**src/sv/blg_pkg.sv**
```systemverilog
// ----------------------------------------------------------------------------
// Battery level gauge package
// Shared widths, constants, op codes and the records that pass between the
// front end, the queues and the back end of the gauge.
// ----------------------------------------------------------------------------
package blg_pkg;

    localparam int OP_W     = 3;
    localparam int SAMPLE_W = 16;
    localparam int TIME_W   = 16;
    localparam int CODE_W   = 12;
    localparam int LEVEL_W  = 7;
    localparam int MIN_W    = 24;

    localparam logic [CODE_W-1:0]  CODE_HIGH    = 12'h316;
    localparam logic [CODE_W-1:0]  CODE_LOW     = 12'h24E;
    localparam logic [CODE_W-1:0]  ADC_LIMIT    = 12'd4095;
    localparam logic [TIME_W-1:0]  SETTLE_RESET = 16'd90;
    localparam logic [LEVEL_W-1:0] LEVEL_OFFSET = 7'd6;
    localparam logic [LEVEL_W-1:0] FULL_LEVEL   = 7'd100;

    // percent = floor(d * 100 / 94) done as d * PCT_M >> PCT_SH
    localparam int PCT_SCALE  = 100;
    localparam int PCT_DIV    = 94;
    localparam int PCT_SH     = 20;
    localparam int PCT_M      = PCT_SCALE * ((2**PCT_SH + PCT_DIV - 1) / PCT_DIV);
    localparam int PCT_PROD_W = 28;

    localparam int MID_DEPTH = 4;
    localparam int OUT_DEPTH = 8;

    typedef enum logic [OP_W-1:0] {
        OP_MEASURE = 3'd0,
        OP_PRIME   = 3'd1,
        OP_CHECK   = 3'd2,
        OP_TIMEOUT = 3'd3,
        OP_TICK    = 3'd4
    } op_t;

    typedef struct packed {
        logic meas;      // code and level windows advance
        logic set_any;   // level may be set in either direction
        logic check;
        logic timeout;
        logic tick;
        logic pwr;
        logic stat;
    } ctl_t;

    typedef struct packed {
        ctl_t              ctl;
        logic [CODE_W-1:0] code;
    } item_t;

    typedef struct packed {
        logic [LEVEL_W-1:0] level;
        logic               charging;
        logic               complete;
        logic [CODE_W-1:0]  code;
        logic [MIN_W-1:0]   minutes;
        logic               report;
    } result_t;

endpackage

```
**src/sv/battery_level_gauge.sv**
```systemverilog
// An accepted request passes through the request queue and the back pipeline
// registers s1 to s5 before its result is written to the result queue.
// Throughput: one request per cycle, set by the running sums of the code
// window and the level history; issue pauses only when the eight-entry
// result queue has no free credit. Reset clears all windows, sums and status,
// empties both queues and loads the settle time with 90.
// ----------------------------------------------------------------------------
// Battery level gauge
// Front end decodes requests into a short queue; the back pipeline averages
// converter codes, converts them to percent and keeps the charge status.
// ----------------------------------------------------------------------------
module battery_level_gauge #(
    parameter int CODE_TAPS  = 5,
    parameter int LEVEL_TAPS = 31
) (
    input  logic                                clk,
    input  logic                                rst_n,
    input  logic                                cfg_wr_en,
    input  logic [blg_pkg::TIME_W-1:0]          cfg_wr_data,
    input  logic                                push,
    output logic                                full,
    input  logic [blg_pkg::OP_W-1:0]            op,
    input  logic signed [blg_pkg::SAMPLE_W-1:0] adc_sample,
    input  logic [blg_pkg::TIME_W-1:0]          uptime,
    input  logic                                hr_active,
    input  logic                                power_pin,
    input  logic                                stat_pin,
    output logic                                empty,
    input  logic                                pop,
    output logic [blg_pkg::LEVEL_W-1:0]         level_percent,
    output logic                                charging,
    output logic                                charge_complete,
    output logic [blg_pkg::CODE_W-1:0]          filtered_code,
    output logic [blg_pkg::MIN_W-1:0]           minutes_since_full,
    output logic                                report_request
);

    localparam int ITEM_W = $bits(blg_pkg::item_t);
    localparam int RES_W  = $bits(blg_pkg::result_t);

    blg_pkg::item_t   front_item;
    logic [ITEM_W-1:0] mid_dout;
    blg_pkg::item_t   mid_item;
    logic             mid_empty;
    logic             mid_take;
    blg_pkg::result_t back_res;
    logic             back_push;
    logic [RES_W-1:0] out_dout;
    blg_pkg::result_t head;
    logic             out_full;
    logic             res_taken;

    blg_front u_front (
        .clk         (clk),
        .rst_n       (rst_n),
        .cfg_wr_en   (cfg_wr_en),
        .cfg_wr_data (cfg_wr_data),
        .op          (op),
        .adc_sample  (adc_sample),
        .uptime      (uptime),
        .hr_active   (hr_active),
        .power_pin   (power_pin),
        .stat_pin    (stat_pin),
        .item        (front_item)
    );

    blg_queue #(
        .WIDTH (ITEM_W),
        .DEPTH (blg_pkg::MID_DEPTH)
    ) u_mid_queue (
        .clk   (clk),
        .rst_n (rst_n),
        .push  (push),
        .din   (front_item),
        .full  (full),
        .pop   (mid_take),
        .dout  (mid_dout),
        .empty (mid_empty)
    );

    assign mid_item = mid_dout;

    blg_back #(
        .CODE_TAPS  (CODE_TAPS),
        .LEVEL_TAPS (LEVEL_TAPS)
    ) u_back (
        .clk        (clk),
        .rst_n      (rst_n),
        .item       (mid_item),
        .item_valid (!mid_empty),
        .item_take  (mid_take),
        .res_taken  (res_taken),
        .res_push   (back_push),
        .res        (back_res)
    );

    // credits in the back end guarantee room, so out_full never blocks a push
    blg_queue #(
        .WIDTH (RES_W),
        .DEPTH (blg_pkg::OUT_DEPTH)
    ) u_out_queue (
        .clk   (clk),
        .rst_n (rst_n),
        .push  (back_push && !out_full),
        .din   (back_res),
        .full  (out_full),
        .pop   (pop),
        .dout  (out_dout),
        .empty (empty)
    );

    assign res_taken = pop && !empty;
    assign head      = out_dout;

    assign level_percent      = head.level;
    assign charging           = head.charging;
    assign charge_complete    = head.complete;
    assign filtered_code      = head.code;
    assign minutes_since_full = head.minutes;
    assign report_request     = head.report;

endmodule

```
**src/sv/blg_queue.sv**
```systemverilog
// ----------------------------------------------------------------------------
// Gauge request and result queue
// Small first-in first-out buffer with full and empty flags.
// ----------------------------------------------------------------------------
module blg_queue #(
    parameter int WIDTH = 8,
    parameter int DEPTH = 4
) (
    input  logic             clk,
    input  logic             rst_n,
    input  logic             push,
    input  logic [WIDTH-1:0] din,
    output logic             full,
    input  logic             pop,
    output logic [WIDTH-1:0] dout,
    output logic             empty
);

    localparam int PTR_W = (DEPTH > 1) ? $clog2(DEPTH) : 1;
    localparam int CNT_W = $clog2(DEPTH + 1);

    logic [WIDTH-1:0] mem [DEPTH];
    logic [PTR_W-1:0] wr_ptr_reg;
    logic [PTR_W-1:0] rd_ptr_reg;
    logic [CNT_W-1:0] count_reg;
    logic             do_push;
    logic             do_pop;

    assign full    = (count_reg == CNT_W'(DEPTH));
    assign empty   = (count_reg == '0);
    assign do_push = push && !full;
    assign do_pop  = pop && !empty;
    assign dout    = mem[rd_ptr_reg];

    always_ff @(posedge clk or negedge rst_n)
    begin
        if (!rst_n)
        begin
            wr_ptr_reg <= '0;
            rd_ptr_reg <= '0;
            count_reg  <= '0;
        end
        else
        begin
            if (do_push)
            begin
                wr_ptr_reg <= (wr_ptr_reg == PTR_W'(DEPTH - 1)) ? '0 : wr_ptr_reg + 1'b1;
            end
            if (do_pop)
            begin
                rd_ptr_reg <= (rd_ptr_reg == PTR_W'(DEPTH - 1)) ? '0 : rd_ptr_reg + 1'b1;
            end
            if (do_push && !do_pop)
            begin
                count_reg <= count_reg + 1'b1;
            end
            else if (do_pop && !do_push)
            begin
                count_reg <= count_reg - 1'b1;
            end
        end
    end

    always_ff @(posedge clk)
    begin
        if (do_push)
        begin
            mem[wr_ptr_reg] <= din;
        end
    end

endmodule

```
**src/sv/blg_front.sv**
```systemverilog
// ----------------------------------------------------------------------------
// Gauge front end
// Holds the settle time register, clamps the converter reading and decodes
// the op of each request into control flags for the back end.
// ----------------------------------------------------------------------------
module blg_front (
    input  logic                          clk,
    input  logic                          rst_n,
    input  logic                          cfg_wr_en,
    input  logic [blg_pkg::TIME_W-1:0]    cfg_wr_data,
    input  logic [blg_pkg::OP_W-1:0]      op,
    input  logic signed [blg_pkg::SAMPLE_W-1:0] adc_sample,
    input  logic [blg_pkg::TIME_W-1:0]    uptime,
    input  logic                          hr_active,
    input  logic                          power_pin,
    input  logic                          stat_pin,
    output blg_pkg::item_t                item
);

    logic [blg_pkg::TIME_W-1:0] settle_reg;
    blg_pkg::op_t               op_code;
    blg_pkg::ctl_t              ctl;
    logic [blg_pkg::CODE_W-1:0] code;

    always_ff @(posedge clk or negedge rst_n)
    begin
        if (!rst_n)
        begin
            settle_reg <= blg_pkg::SETTLE_RESET;
        end
        else if (cfg_wr_en)
        begin
            settle_reg <= cfg_wr_data;
        end
    end

    // clamp to 0..4095
    always_comb
    begin
        if (adc_sample[blg_pkg::SAMPLE_W-1])
        begin
            code = '0;
        end
        else if (adc_sample > $signed({4'b0000, blg_pkg::ADC_LIMIT}))
        begin
            code = blg_pkg::ADC_LIMIT;
        end
        else
        begin
            code = adc_sample[blg_pkg::CODE_W-1:0];
        end
    end

    assign op_code = blg_pkg::op_t'(op);

    always_comb
    begin
        ctl      = '0;
        ctl.pwr  = power_pin;
        ctl.stat = stat_pin;
        unique case (op_code)
            blg_pkg::OP_MEASURE:
            begin
                ctl.meas    = !hr_active;
                ctl.set_any = (uptime < settle_reg);
            end
            blg_pkg::OP_PRIME:
            begin
                ctl.meas    = 1'b1;
                ctl.set_any = 1'b1;
            end
            blg_pkg::OP_CHECK:   ctl.check   = 1'b1;
            blg_pkg::OP_TIMEOUT: ctl.timeout = 1'b1;
            blg_pkg::OP_TICK:    ctl.tick    = 1'b1;
            default:             ctl.meas    = 1'b0;
        endcase
    end

    assign item.ctl  = ctl;
    assign item.code = code;

endmodule

```
**src/sv/blg_back.sv**
```systemverilog
// ----------------------------------------------------------------------------
// Gauge back end
// Five-stage pipeline: code window sum, code average, percent, level
// history sum, history average, then the status update that forms the result.
// Issue is paced by credits for the result queue, so the pipeline never stalls.
// ----------------------------------------------------------------------------
module blg_back #(
    parameter int CODE_TAPS  = 5,
    parameter int LEVEL_TAPS = 31
) (
    input  logic             clk,
    input  logic             rst_n,
    input  blg_pkg::item_t   item,
    input  logic             item_valid,
    output logic             item_take,
    input  logic             res_taken,
    output logic             res_push,
    output blg_pkg::result_t res
);

    localparam int CODE_W  = blg_pkg::CODE_W;
    localparam int LEVEL_W = blg_pkg::LEVEL_W;
    localparam int MIN_W   = blg_pkg::MIN_W;

    localparam int CSUM_W = $clog2(4095 * CODE_TAPS + 1);
    localparam int C_SH   = CSUM_W + $clog2(CODE_TAPS) + 1;
    localparam int C_M    = (2**C_SH + CODE_TAPS - 1) / CODE_TAPS;
    localparam int CP_W   = CSUM_W + C_SH + 1;

    localparam int PSUM_W = $clog2(100 * LEVEL_TAPS + 1);
    localparam int L_SH   = PSUM_W + $clog2(LEVEL_TAPS) + 1;
    localparam int L_M    = (2**L_SH + LEVEL_TAPS - 1) / LEVEL_TAPS;
    localparam int LP_W   = PSUM_W + L_SH + 1;

    localparam int PP_W   = blg_pkg::PCT_PROD_W;
    localparam int CRED_W = $clog2(blg_pkg::OUT_DEPTH + 1);

    logic [CRED_W-1:0] credit_reg;

    logic [CODE_W-1:0]   code_win_reg  [CODE_TAPS];
    logic [LEVEL_W-1:0]  pct_win_reg   [LEVEL_TAPS];
    logic [CSUM_W-1:0]   csum_reg;
    logic [PSUM_W-1:0]   psum_reg;

    logic                s1_valid_reg, s2_valid_reg, s3_valid_reg;
    logic                s4_valid_reg, s5_valid_reg;
    blg_pkg::ctl_t       s1_ctl_reg, s2_ctl_reg, s3_ctl_reg, s4_ctl_reg, s5_ctl_reg;
    logic [CSUM_W-1:0]   s1_sum_reg;
    logic [CP_W-1:0]     s2_prod_reg;
    logic [CODE_W-1:0]   s3_code_reg, s4_code_reg, s5_code_reg;
    logic [PP_W-1:0]     s3_pprod_reg;
    logic [LEVEL_W-1:0]  s4_pct_reg, s5_pct_reg;
    logic [PSUM_W-1:0]   s4_psum_reg;
    logic [LP_W-1:0]     s5_lprod_reg;

    logic [LEVEL_W-1:0]  shown_reg, shown_next;
    logic                charging_reg, charging_next;
    logic                complete_reg, complete_next;
    logic [MIN_W-1:0]    minute_reg, minute_next;
    logic [CODE_W-1:0]   last_code_reg, last_code_next;
    logic                report;

    logic [CSUM_W-1:0]   csum_next;
    logic [CODE_W-1:0]   avg_code;
    logic [CODE_W-1:0]   clamped;
    logic [CODE_W-1:0]   span;
    logic [LEVEL_W-1:0]  raw;
    logic [LEVEL_W-1:0]  above;
    logic [LEVEL_W-1:0]  pct;
    logic [PSUM_W-1:0]   psum_next;
    logic [LEVEL_W-1:0]  hist_avg;
    logic [LEVEL_W-1:0]  lvl;

    assign item_take = item_valid && (credit_reg != '0);

    // ---------------- stage 1: code window running sum ----------------
    assign csum_next = csum_reg - CSUM_W'(code_win_reg[CODE_TAPS-1]) + CSUM_W'(item.code);

    always_ff @(posedge clk or negedge rst_n)
    begin
        if (!rst_n)
        begin
            credit_reg <= CRED_W'(blg_pkg::OUT_DEPTH);
            csum_reg   <= '0;
            for (int i = 0; i < CODE_TAPS; i++)
            begin
                code_win_reg[i] <= '0;
            end
        end
        else
        begin
            credit_reg <= credit_reg - CRED_W'(item_take) + CRED_W'(res_taken);
            if (item_take && item.ctl.meas)
            begin
                csum_reg        <= csum_next;
                code_win_reg[0] <= item.code;
                for (int i = 1; i < CODE_TAPS; i++)
                begin
                    code_win_reg[i] <= code_win_reg[i-1];
                end
            end
        end
    end

    always_ff @(posedge clk)
    begin
        s1_ctl_reg  <= item.ctl;
        s1_sum_reg  <= csum_next;
        s2_ctl_reg  <= s1_ctl_reg;
        s2_prod_reg <= CP_W'(s1_sum_reg) * CP_W'(C_M);
        s3_ctl_reg  <= s2_ctl_reg;
        s3_code_reg <= avg_code;
        s3_pprod_reg <= PP_W'(above) * PP_W'(blg_pkg::PCT_M);
        s4_ctl_reg  <= s3_ctl_reg;
        s4_code_reg <= s3_code_reg;
        s4_pct_reg  <= pct;
        s4_psum_reg <= psum_next;
        s5_ctl_reg  <= s4_ctl_reg;
        s5_code_reg <= s4_code_reg;
        s5_pct_reg  <= s4_pct_reg;
        s5_lprod_reg <= LP_W'(s4_psum_reg) * LP_W'(L_M);
    end

    always_ff @(posedge clk or negedge rst_n)
    begin
        if (!rst_n)
        begin
            s1_valid_reg <= 1'b0;
            s2_valid_reg <= 1'b0;
            s3_valid_reg <= 1'b0;
            s4_valid_reg <= 1'b0;
            s5_valid_reg <= 1'b0;
        end
        else
        begin
            s1_valid_reg <= item_take;
            s2_valid_reg <= s1_valid_reg;
            s3_valid_reg <= s2_valid_reg;
            s4_valid_reg <= s3_valid_reg;
            s5_valid_reg <= s4_valid_reg;
        end
    end

    // ---------------- stage 3: average code to percent ----------------
    assign avg_code = s2_prod_reg[C_SH +: CODE_W];

    always_comb
    begin
        if (avg_code < blg_pkg::CODE_LOW)
        begin
            clamped = blg_pkg::CODE_LOW;
        end
        else if (avg_code > blg_pkg::CODE_HIGH)
        begin
            clamped = blg_pkg::CODE_HIGH;
        end
        else
        begin
            clamped = avg_code;
        end
        span  = clamped - blg_pkg::CODE_LOW;
        raw   = span[LEVEL_W:1];
        above = (raw > blg_pkg::LEVEL_OFFSET) ? raw - blg_pkg::LEVEL_OFFSET : '0;
    end

    // ---------------- stage 4: level history running sum ----------------
    assign pct       = s3_pprod_reg[blg_pkg::PCT_SH +: LEVEL_W];
    assign psum_next = psum_reg - PSUM_W'(pct_win_reg[LEVEL_TAPS-1]) + PSUM_W'(pct);

    always_ff @(posedge clk or negedge rst_n)
    begin
        if (!rst_n)
        begin
            psum_reg <= '0;
            for (int i = 0; i < LEVEL_TAPS; i++)
            begin
                pct_win_reg[i] <= '0;
            end
        end
        else if (s3_valid_reg && s3_ctl_reg.meas)
        begin
            psum_reg       <= psum_next;
            pct_win_reg[0] <= pct;
            for (int i = 1; i < LEVEL_TAPS; i++)
            begin
                pct_win_reg[i] <= pct_win_reg[i-1];
            end
        end
    end

    // ---------------- stage 6: status update and result ----------------
    assign hist_avg = s5_lprod_reg[L_SH +: LEVEL_W];
    assign lvl      = charging_reg ? hist_avg : s5_pct_reg;

    always_comb
    begin
        shown_next     = shown_reg;
        charging_next  = charging_reg;
        complete_next  = complete_reg;
        minute_next    = minute_reg;
        last_code_next = last_code_reg;
        report         = 1'b0;
        if (s5_valid_reg)
        begin
            if (s5_ctl_reg.meas)
            begin
                last_code_next = s5_code_reg;
                // after settle, a discharging battery only moves down
                if (s5_ctl_reg.set_any || charging_reg || (lvl <= shown_reg))
                begin
                    shown_next = lvl;
                end
            end
            if (s5_ctl_reg.check)
            begin
                if (s5_ctl_reg.pwr && s5_ctl_reg.stat)
                begin
                    complete_next = 1'b1;
                    charging_next = 1'b0;
                    minute_next   = '0;
                end
                else if (!s5_ctl_reg.pwr)
                begin
                    charging_next = 1'b0;
                end
                else
                begin
                    complete_next = 1'b0;
                    charging_next = 1'b1;
                end
            end
            if (s5_ctl_reg.timeout && (shown_reg >= blg_pkg::FULL_LEVEL))
            begin
                charging_next = 1'b0;
                report        = 1'b1;
            end
            if (s5_ctl_reg.tick)
            begin
                minute_next = minute_reg + 1'b1;
            end
        end
    end

    always_ff @(posedge clk or negedge rst_n)
    begin
        if (!rst_n)
        begin
            shown_reg     <= '0;
            charging_reg  <= 1'b0;
            complete_reg  <= 1'b0;
            minute_reg    <= '0;
            last_code_reg <= '0;
        end
        else
        begin
            shown_reg     <= shown_next;
            charging_reg  <= charging_next;
            complete_reg  <= complete_next;
            minute_reg    <= minute_next;
            last_code_reg <= last_code_next;
        end
    end

    assign res_push     = s5_valid_reg;
    assign res.level    = shown_next;
    assign res.charging = charging_next;
    assign res.complete = complete_next;
    assign res.code     = last_code_next;
    assign res.minutes  = minute_next;
    assign res.report   = report;

endmodule
```
**config.mk**
```make
export PLATFORM = sky130hd
export DESIGN_NAME = battery_level_gauge
export DESIGN_NICKNAME = d
export VERILOG_FILES = /design/src/sv/blg_pkg.sv /design/src/sv/battery_level_gauge.sv /design/src/sv/blg_queue.sv /design/src/sv/blg_front.sv /design/src/sv/blg_back.sv
export SDC_FILE = /design/constraint.sdc
export NUM_CORES = 1
export LEC_CHECK = 0
export ABC_AREA = 0
export BUFFER_PORTS_ARGS = -buffer_cell sky130_fd_sc_hd__buf_2
export CAP_MARGIN = 20
export CORE_ASPECT_RATIO = 0.8
export CORE_MARGIN = 4
export CORE_UTILIZATION = 40
export CTS_CLUSTER_DIAMETER = 200
export CTS_CLUSTER_SIZE = 40
export DETAILED_ROUTE_END_ITERATION = 10
export SLEW_MARGIN = 20
export SYNTH_ARGS = -nofsm -noshare
export SYNTH_HDL_FRONTEND = slang
export SYNTH_HIERARCHICAL = 1
export SYNTH_SLANG_ARGS = --single-unit
export TNS_END_PERCENT = 10
```
**constraint.sdc**
```tcl
create_clock -name clk -period 9.3 [get_ports clk]
set_input_delay 1.86 -clock clk [delete_from_list [all_inputs] [get_ports clk]]
set_output_delay 1.86 -clock clk [all_outputs]
set_load 0.1 [all_outputs]
```
==> flow_summary.json, run 1 <==
{
  "gp_congestion": 0.794,
  "netlist_instances": 2962,
  "ant_nets": 0,
  "grt_antenna_before_repair": 6,
  "io_pins": 107,
  "tightest_slew_ps": 1040,
  "synth-async-reset-ratio": 0.402,
  "yosysSeqAreaShare": 0.597,
  "worstHoldPathType": "register to register",
  "synth_edf_count": 444,
  "place_ws_ps": 1710,
  "antenna_cells": 0,
  "highest_layer": "met5",
  "endpoint_kind": "register",
  "utilization": 0.434,
  "synth_fp_nets": 3401,
  "wire_per_inst_microns": 16.8,
  "yosysUniqueCellTypes": 81,
  "cts_buffers": 28,
  "yosysMostFrequentCell": "edfxtp_1",
  "yosys-top-cells-count": "444 x edfxtp_1, 386 x dfrtp_1, 294 x mux2_2",
  "dieArea_sq_mm": 0.114,
  "fmax_mhz": 133,
  "grt_pass1_wl_microns": 123000,
  "wl_met3_microns": 2550,
  "port_buffers": 106,
  "vias_per_cell": 4.94,
  "ctsLongestPathBuffers": 3,
  "crit_required_ps": 9820,
  "syn_area_per_cell_sq_um": 14.6,
  "cts_hold_buffers": 0,
  "setup_tns_ps": 0,
  "post-route-period-util": 0.811,
  "slew_headroom": 0.306,
  "largest_reg_flops": 368,
  "die_w_microns": 376,
  "grt_usage": 0.133,
  "grt_pass1_vias": 22300,
  "vias": 22100,
  "drt_iter0_markers": 1376,
  "worst_hold_slack_ps": 331,
  "clock_latency_ps": 640,
  "rows": 107,
  "cts_resized": 0,
  "met1_length_microns": 38700,
  "grt_max_degree": 157,
  "crit_type": "register to register",
  "synth_ff_type": "edfxtp_1",
  "hpwl_microns": 49300,
  "drt_wl_total_microns": 75100,
  "max_stage_delay_ps": 670,
  "setup_viol": 0,
  "slew_violations": 0,
  "synth_area_leaders": "edfxtp_1 31%, dfrtp_1 22%, ha_1 8.2%",
  "synth_top_cell_by_area": "edfxtp_1",
  "initial_core_util": 0.405,
  "drc": 0,
  "hold_viol": 0,
  "finalWorstSetupSlack_ps": 1760,
  "ys_seq_elements": 973,
  "synth.cell_area_sq_mm": 0.0433,
  "clkTransAtPathRegs_ps": 140,
  "worstPathMaxFanout": 10,
  "drtPass1Iterations": 5,
  "fill_cells": 9659,
  "grt_setup_unrepaired": "false",
  "finalClockSkew_ps": 42.9,
  "tritoncts": "yes",
  "route.met2.wl_microns": 33000,
  "cp_slowest_cell": "mux2i_1",
  "grt-ovfl-total": 0,
  "yosysWarnings": 6,
  "post_cts_buffers": 0,
  "synth_top_area_share": 0.308,
  "die-height_microns": 302,
  "root_buffer": "clkbuf_16",
  "cts_htree_levels": 1,
  "critical_path_arrival_ps": 8060,
  "syn_to_final_growth_pct": 7.02,
  "outcome": "finished, final reports clean",
  "nets": 3474,
  "drive_gt1_frac": 0.203,
  "cp-start-kind": "register",
  "timing.max_cap.violations": 0,
  "core_sq_mm": 0.107,
  "cts.sinks": 973,
  "finalCriticalPeriod_ps": 7540
}
==> critical path: cells and delay by family, from the launching register on <==
family	cells	cell delay [ps]
buffers and inverters	2	210
AO/OA/AOI/OAI	12	2270
multiplexers	1	670
adder cells (fa/ha/maj)	6	2400
flip-flops	1	400
XOR/XNOR	1	90
AND/OR/NAND/NOR	4	1370
==> cells by family after synthesis <==
kind of cell / after synthesis / synth area share
AO/OA/AOI/OAI: 272 / 0.0402
XOR/XNOR: 56 / 0.0116
adder cells (fa/ha/maj): 380 / 0.127
buffers and inverters: 360 / 0.0331
flip-flops: 973 / 0.597
multiplexers: 418 / 0.137
AND/OR/NAND/NOR: 503 / 0.0539
==> final timing paths <==
kind	start	to	slack, ps	cells after the start
max	u_back/s2_prod_reg[25]	u_back/s3_pprod_reg[26]	1760	26
min	u_back/s3_ctl_reg[4]	u_back/s4_ctl_reg[4]	330	0
max reg2reg	u_back/s2_prod_reg[25]	u_back/s3_pprod_reg[26]	1760	26
min reg2reg	u_back/s3_ctl_reg[4]	u_back/s4_ctl_reg[4]	330	0
max in group asynchronous	rst_n	u_back/code_win_reg[41]	6670	2
min in group asynchronous	rst_n	u_back/pct_win_reg[101]	1220	1
==> layer usage <==
layer | track usage | vias up
li1 | - | 10700
met1 | 0.208 | 11100
met2 | 0.206 | 274
met3 | 0.0151 | 51
met4 | 0.0169 | 2
met5 | 0 | -
==> layout by cell type (no fill, tap or decap), drive strengths merged, types with 16 or more instances in the layout <==
master / instances
a21o: 24
a21oi: 52
buf: 134
clkbuf: 50
dfrtp: 386
dfxtp: 138
edfxtp: 444
fa: 97
ha: 283
inv: 268
mux2: 299
mux4: 111
nand2: 268
nand3: 33
nand4: 17
nor2: 68
nor3: 24
o211ai: 16
o21ai: 104
xnor2: 36
xor2: 19
==> area by class of cell <==
class                   instances  area, sq um  share of cell area
inverters                     269         1010              0.0218
flip-flops and latches        973        25900               0.558
multi-input cells            1629        16100               0.347
clock inverters                 1         30.0            0.000647
repair buffers                134          791              0.0170
well taps                    1417         1770              0.0382
clock buffers                  50          805              0.0173
==> stage by stage <==
step | area, sq um | cells
2_1_floorplan | 43300 | 2962
3_3_place_gp | 45500 | 4419
3_5_place_dp | 45500 | 4420
4_1_cts | 46300 | 4471
5_1_grt | 46400 | 4473
6_report | 46400 | 4473
Power of run 1 is not shown: default switching activity piles up to over one toggle a cycle in this logic, so the estimate is an artifact.
==> run 2, diff against run 1 <==
clock period = 7.4 ns   (was 9.3 ns; I/O delays follow)
==> flow_summary.json, run 2 (synthesis results as in run 1) <==
{
  "nets": 3476,
  "critical_path_arrival_ps": 7530,
  "place_ws_ps": 348,
  "worstPathMaxFanout": 10,
  "crit_type": "register to register",
  "timing.rr.end": "u_back/s3_pprod_reg[26]",
  "highest_layer": "met4",
  "cts_buffers": 28,
  "ctsLongestPathBuffers": 3,
  "finalClockSkew_ps": 37.1,
  "port_buffers": 106,
  "root_buffer": "clkbuf_16",
  "worstHoldPathType": "register to register",
  "finalWorstSetupSlack_ps": 462,
  "clkTransAtPathRegs_ps": 140,
  "largest_reg_flops": 368,
  "wl_met3_microns": 2500,
  "grt_usage": 0.135,
  "cp-start-kind": "register",
  "clock_latency_ps": 650,
  "fmax_mhz": 144,
  "hold_path_end": "u_back/s5_code_reg[11]",
  "timing.max_cap.violations": 0,
  "endpoint_kind": "register",
  "finalCriticalPeriod_ps": 6940,
  "vias_per_cell": 4.94,
  "dieArea_sq_mm": 0.114,
  "vias": 22100,
  "initial_core_util": 0.405,
  "syn_to_final_growth_pct": 7.07,
  "antenna_cells": 0,
  "hold_path_startpoint": "u_back/s4_code_reg[11]",
  "grt_pass1_wl_microns": 125000,
  "drc": 0,
  "rows": 107,
  "grt-ovfl-total": 0,
  "layout_commonest_cell": "edfxtp_1",
  "holdPathStages": 0,
  "cts_htree_levels": 1,
  "cp_slowest_cell": "or4_1",
  "route.met2.wl_microns": 33500,
  "drive_gt1_frac": 0.204,
  "die_w_microns": 376,
  "drt_iter0_markers": 1523,
  "setup_viol": 0,
  "drtPass1Iterations": 5,
  "grt_max_degree": 151,
  "post-route-period-util": 0.938,
  "hpwl_microns": 49800,
  "reg2reg_from": "u_back/s2_prod_reg[26]",
  "ant_nets": 0,
  "worst_hold_slack_ps": 329,
  "wire_per_inst_microns": 16.9,
  "tritoncts": "yes",
  "hold_viol": 0,
  "io_pins": 107,
  "slew_violations": 0,
  "slew_headroom": 0.313,
  "rr_worst_depth": 26,
  "grt_antenna_before_repair": 1,
  "cts.sinks": 973,
  "outcome": "finished, final reports clean",
  "fill_cells": 9740,
  "core_sq_mm": 0.107,
  "grt_pass1_vias": 22400,
  "most-common-layout-cells": "444 x edfxtp_1, 383 x dfrtp_1, 294 x mux2_2",
  "die-height_microns": 302,
  "drt_wl_total_microns": 75700,
  "met1_length_microns": 38900,
  "setup_tns_ps": 0,
  "r2r_setup_slack_ps": 460,
  "tightest_slew_ps": 1020,
  "max_stage_delay_ps": 530,
  "gp_congestion": 0.808,
  "crit_required_ps": 7990
}
==> run 2: how the worst max path moves through the flow <==
stage                                 from                      end  slack (ps)  cells after the start
finish              u_back/s2_prod_reg[26]  u_back/s3_pprod_reg[26]         460                     26
global placement    u_back/s2_prod_reg[25]  u_back/s3_pprod_reg[26]         360                     26
floorplan           u_back/s2_prod_reg[26]  u_back/s3_pprod_reg[26]         660                     26
global route        u_back/s2_prod_reg[26]  u_back/s3_pprod_reg[25]         -20                     26
CTS                 u_back/s2_prod_reg[26]  u_back/s3_pprod_reg[26]         270                     27
detailed placement  u_back/s2_prod_reg[26]  u_back/s3_pprod_reg[26]         350                     26
==> run 2: area by class of cell <==
class | instances | area, sq um | area share
Sequential cell | 973 | 25900 | 0.558
Multi-Input combinational cell | 1629 | 16100 | 0.347
Tap cell | 1417 | 1770 | 0.0382
Inverter | 269 | 1010 | 0.0218
Clock buffer | 51 | 808 | 0.0174
Timing Repair Buffer | 136 | 798 | 0.0172
Clock inverter | 1 | 30.0 | 0.000647
==> run 2: stage by stage <==
| stage | instances | instance area, sq um | util |
|---|---|---|---|
| after CTS | 4475 | 46400 | 0.433 |
| after global placement | 4423 | 45500 | 0.426 |
| after floorplan | 2962 | 43300 | - |
| final | 4476 | 46400 | 0.434 |
| after detailed placement | 4423 | 45500 | 0.426 |
| after global routing | 4476 | 46400 | 0.434 |
==> run 2: timing repair <==
action | 4_1_cts | 5_1_grt
hold buffers | 0 | 0
resized for setup | 0 | 3
setup buffers | 0 | 0
endpoints found under the setup margin | 0 | 3
==> run 2: routing by layer <==
layer / vias up / track usage
met1: 11200 / 0.211
met5: - / 0
met3: 44 / 0.0160
li1: 10700 / -
met4: 0 / 0.0158
met2: 251 / 0.209
==> run 2: critical path: cells and delay by family (launching register included) <==
kind	cells	cell delay [ps]
compound gates	12	2160
flops	1	390
mux	1	280
xor+xnor	1	140
simple gates	4	1350
buf+inv	2	150
fa+ha+maj	6	2380
Power of run 2 is left out for the same reason.
==> run 3, diff against run 2 <==
CORE_UTILIZATION = 63   (was 40)
PLACE_DENSITY = 0.8   (was default)
==> flow_summary.json, run 3 (synthesis results as in run 1) <==
{
  "cp_num_cells": 28,
  "slew_violations": 0,
  "setup_viol": 0,
  "rows": 85,
  "clock_latency_ps": 660,
  "antenna_cells": 0,
  "grt_usage": 0.214,
  "clkTransAtPathRegs_ps": 140,
  "fmax_mhz": 142,
  "ctsLongestPathBuffers": 3,
  "finalWorstSetupSlack_ps": 354,
  "endpoint_kind": "register",
  "timing.rr.end": "u_back/s3_pprod_reg[26]",
  "crit_path_end": "u_back/s3_pprod_reg[26]",
  "grt_pass1_vias": 24200,
  "worstHoldPathType": "register to register",
  "cp_top_family": "adder cells",
  "dieArea_sq_mm": 0.0731,
  "most-common-layout-cells": "444 x edfxtp_1, 383 x dfrtp_1, 294 x mux2_2",
  "cp-start-kind": "register",
  "cts_htree_levels": 1,
  "timing.max_cap.violations": 0,
  "grt_max_degree": 143,
  "die_w_microns": 301,
  "largest_reg_flops": 368,
  "crit_required_ps": 7960,
  "ant_nets": 0,
  "io_pins": 107,
  "drtPass1Iterations": 5,
  "core_sq_mm": 0.0677,
  "critPathBufInv": 2,
  "tightest_slew_ps": 1050,
  "slew_headroom": 0.295,
  "hold_viol": 0,
  "vias": 22900,
  "finalCriticalPeriod_ps": 7050,
  "drt_wl_total_microns": 76800,
  "grt_pass1_wl_microns": 127000,
  "layout_commonest_cell": "edfxtp_1",
  "rr_worst_depth": 28,
  "syn_to_final_growth_pct": 5.63,
  "initial_core_util": 0.640,
  "grt-busiest-layer": "met2",
  "drive_gt1_frac": 0.206,
  "grt_use_met1": 0.313,
  "crit_type": "register to register",
  "critical_path_arrival_ps": 7610,
  "worstPathMaxFanout": 10,
  "r2r_setup_slack_ps": 350,
  "cp_slowest_cell": "or4_1",
  "place_ws_ps": 201,
  "max_stage_delay_ps": 580,
  "cts.sinks": 973,
  "gp_congestion": 0.854,
  "crit_start": "u_back/s2_prod_reg[26]",
  "port_buffers": 106,
  "outcome": "finished, final reports clean",
  "nets": 3474,
  "crit_path_frequent_cell": "fa_1",
  "grt-ovfl-total": 0,
  "reg2reg_from": "u_back/s2_prod_reg[26]",
  "tritoncts": "yes",
  "use_met3": 0.0197,
  "drc": 0,
  "drt_iter0_markers": 1539,
  "wire_per_inst_microns": 19.3,
  "vias_per_cell": 5.76,
  "finalClockSkew_ps": 55.4,
  "post-route-period-util": 0.952,
  "cts_buffers": 28,
  "die-height_microns": 243,
  "use_met2": 0.360,
  "root_buffer": "clkbuf_16",
  "grt_antenna_before_repair": 1,
  "hpwl_microns": 51600
}
==> run 3: cell count changes in the layout (fill, tap and decap cells not counted), moves of 2 or more <==
cell / before / now
dfxtp_2: 0 / 3
ha_1: 283 / 281
dfxtp_1: 138 / 135
o21ai_1: 29 / 27
ha_2: 0 / 2
buf_4: 28 / 25
o21ai_0: 75 / 77
==> run 3: final cells by class <==
class | count | area (sq um)
Multi-Input combinational cell | 1629 | 16100
Clock buffer | 50 | 783
Tap cell | 913 | 1140
Timing Repair Buffer | 134 | 764
Clock inverter | 2 | 46.3
Inverter | 269 | 1010
Sequential cell | 973 | 25900
Fill cell | 4550 | 22000
==> run 3: repair_timing <==
action,CTS,global route
endpoints found under the setup margin,0,5
resized for setup,0,13
hold endpoints to repair,0,0
hold buffers,0,0
setup buffers,0,2
==> run 3: metrics by stage <==
step,utilization,hold WS (ps),cells,setup TNS (ps),cell area [sq um]
6_report,0.676,296,3970,0,45800
5_1_grt,0.676,297,3970,-56.5,45800
4_1_cts,0.675,296,3967,0,45700
3_5_place_dp,0.662,312,3915,0,44900
3_3_place_gp,0.662,312,3915,0,44900
2_1_floorplan,-,310,2962,0,43300
==> run 3: worst min-delay path by stage <==
stage                                 from                      to  slack [ps]  depth (start not counted)
floorplan             u_back/s1_ctl_reg[0]    u_back/s2_ctl_reg[0]         310                          0
global placement      u_back/s1_ctl_reg[6]    u_back/s2_ctl_reg[6]         310                          0
detailed placement  u_back/s4_code_reg[11]  u_back/s5_code_reg[11]         310                          0
CTS                   u_back/s1_ctl_reg[5]    u_back/s2_ctl_reg[5]         300                          0
global route          u_back/s1_ctl_reg[5]    u_back/s2_ctl_reg[5]         300                          0
finish                u_back/s1_ctl_reg[5]    u_back/s2_ctl_reg[5]         300                          0
==> run 3: routing by layer <==
layer | wire, microns | share of wire | vias to the layer above
li1 | - | - | 10700
met1 | 34200 | 0.45 | 11600
met2 | 37800 | 0.49 | 509
met3 | 3170 | 0.041 | 92
met4 | 1610 | 0.021 | 0
met5 | 0 | 0 | -
==> run 3: worst reg2reg max path, delay by kind of cell (launching register included) <==
kind / cells / cell delay (ps)
buf+inv: 2 / 250
flops: 1 / 380
fa+ha+maj: 6 / 2350
simple gates: 7 / 1710
xor+xnor: 1 / 150
compound gates: 12 / 2120
Power of run 3 is left out for the same reason.
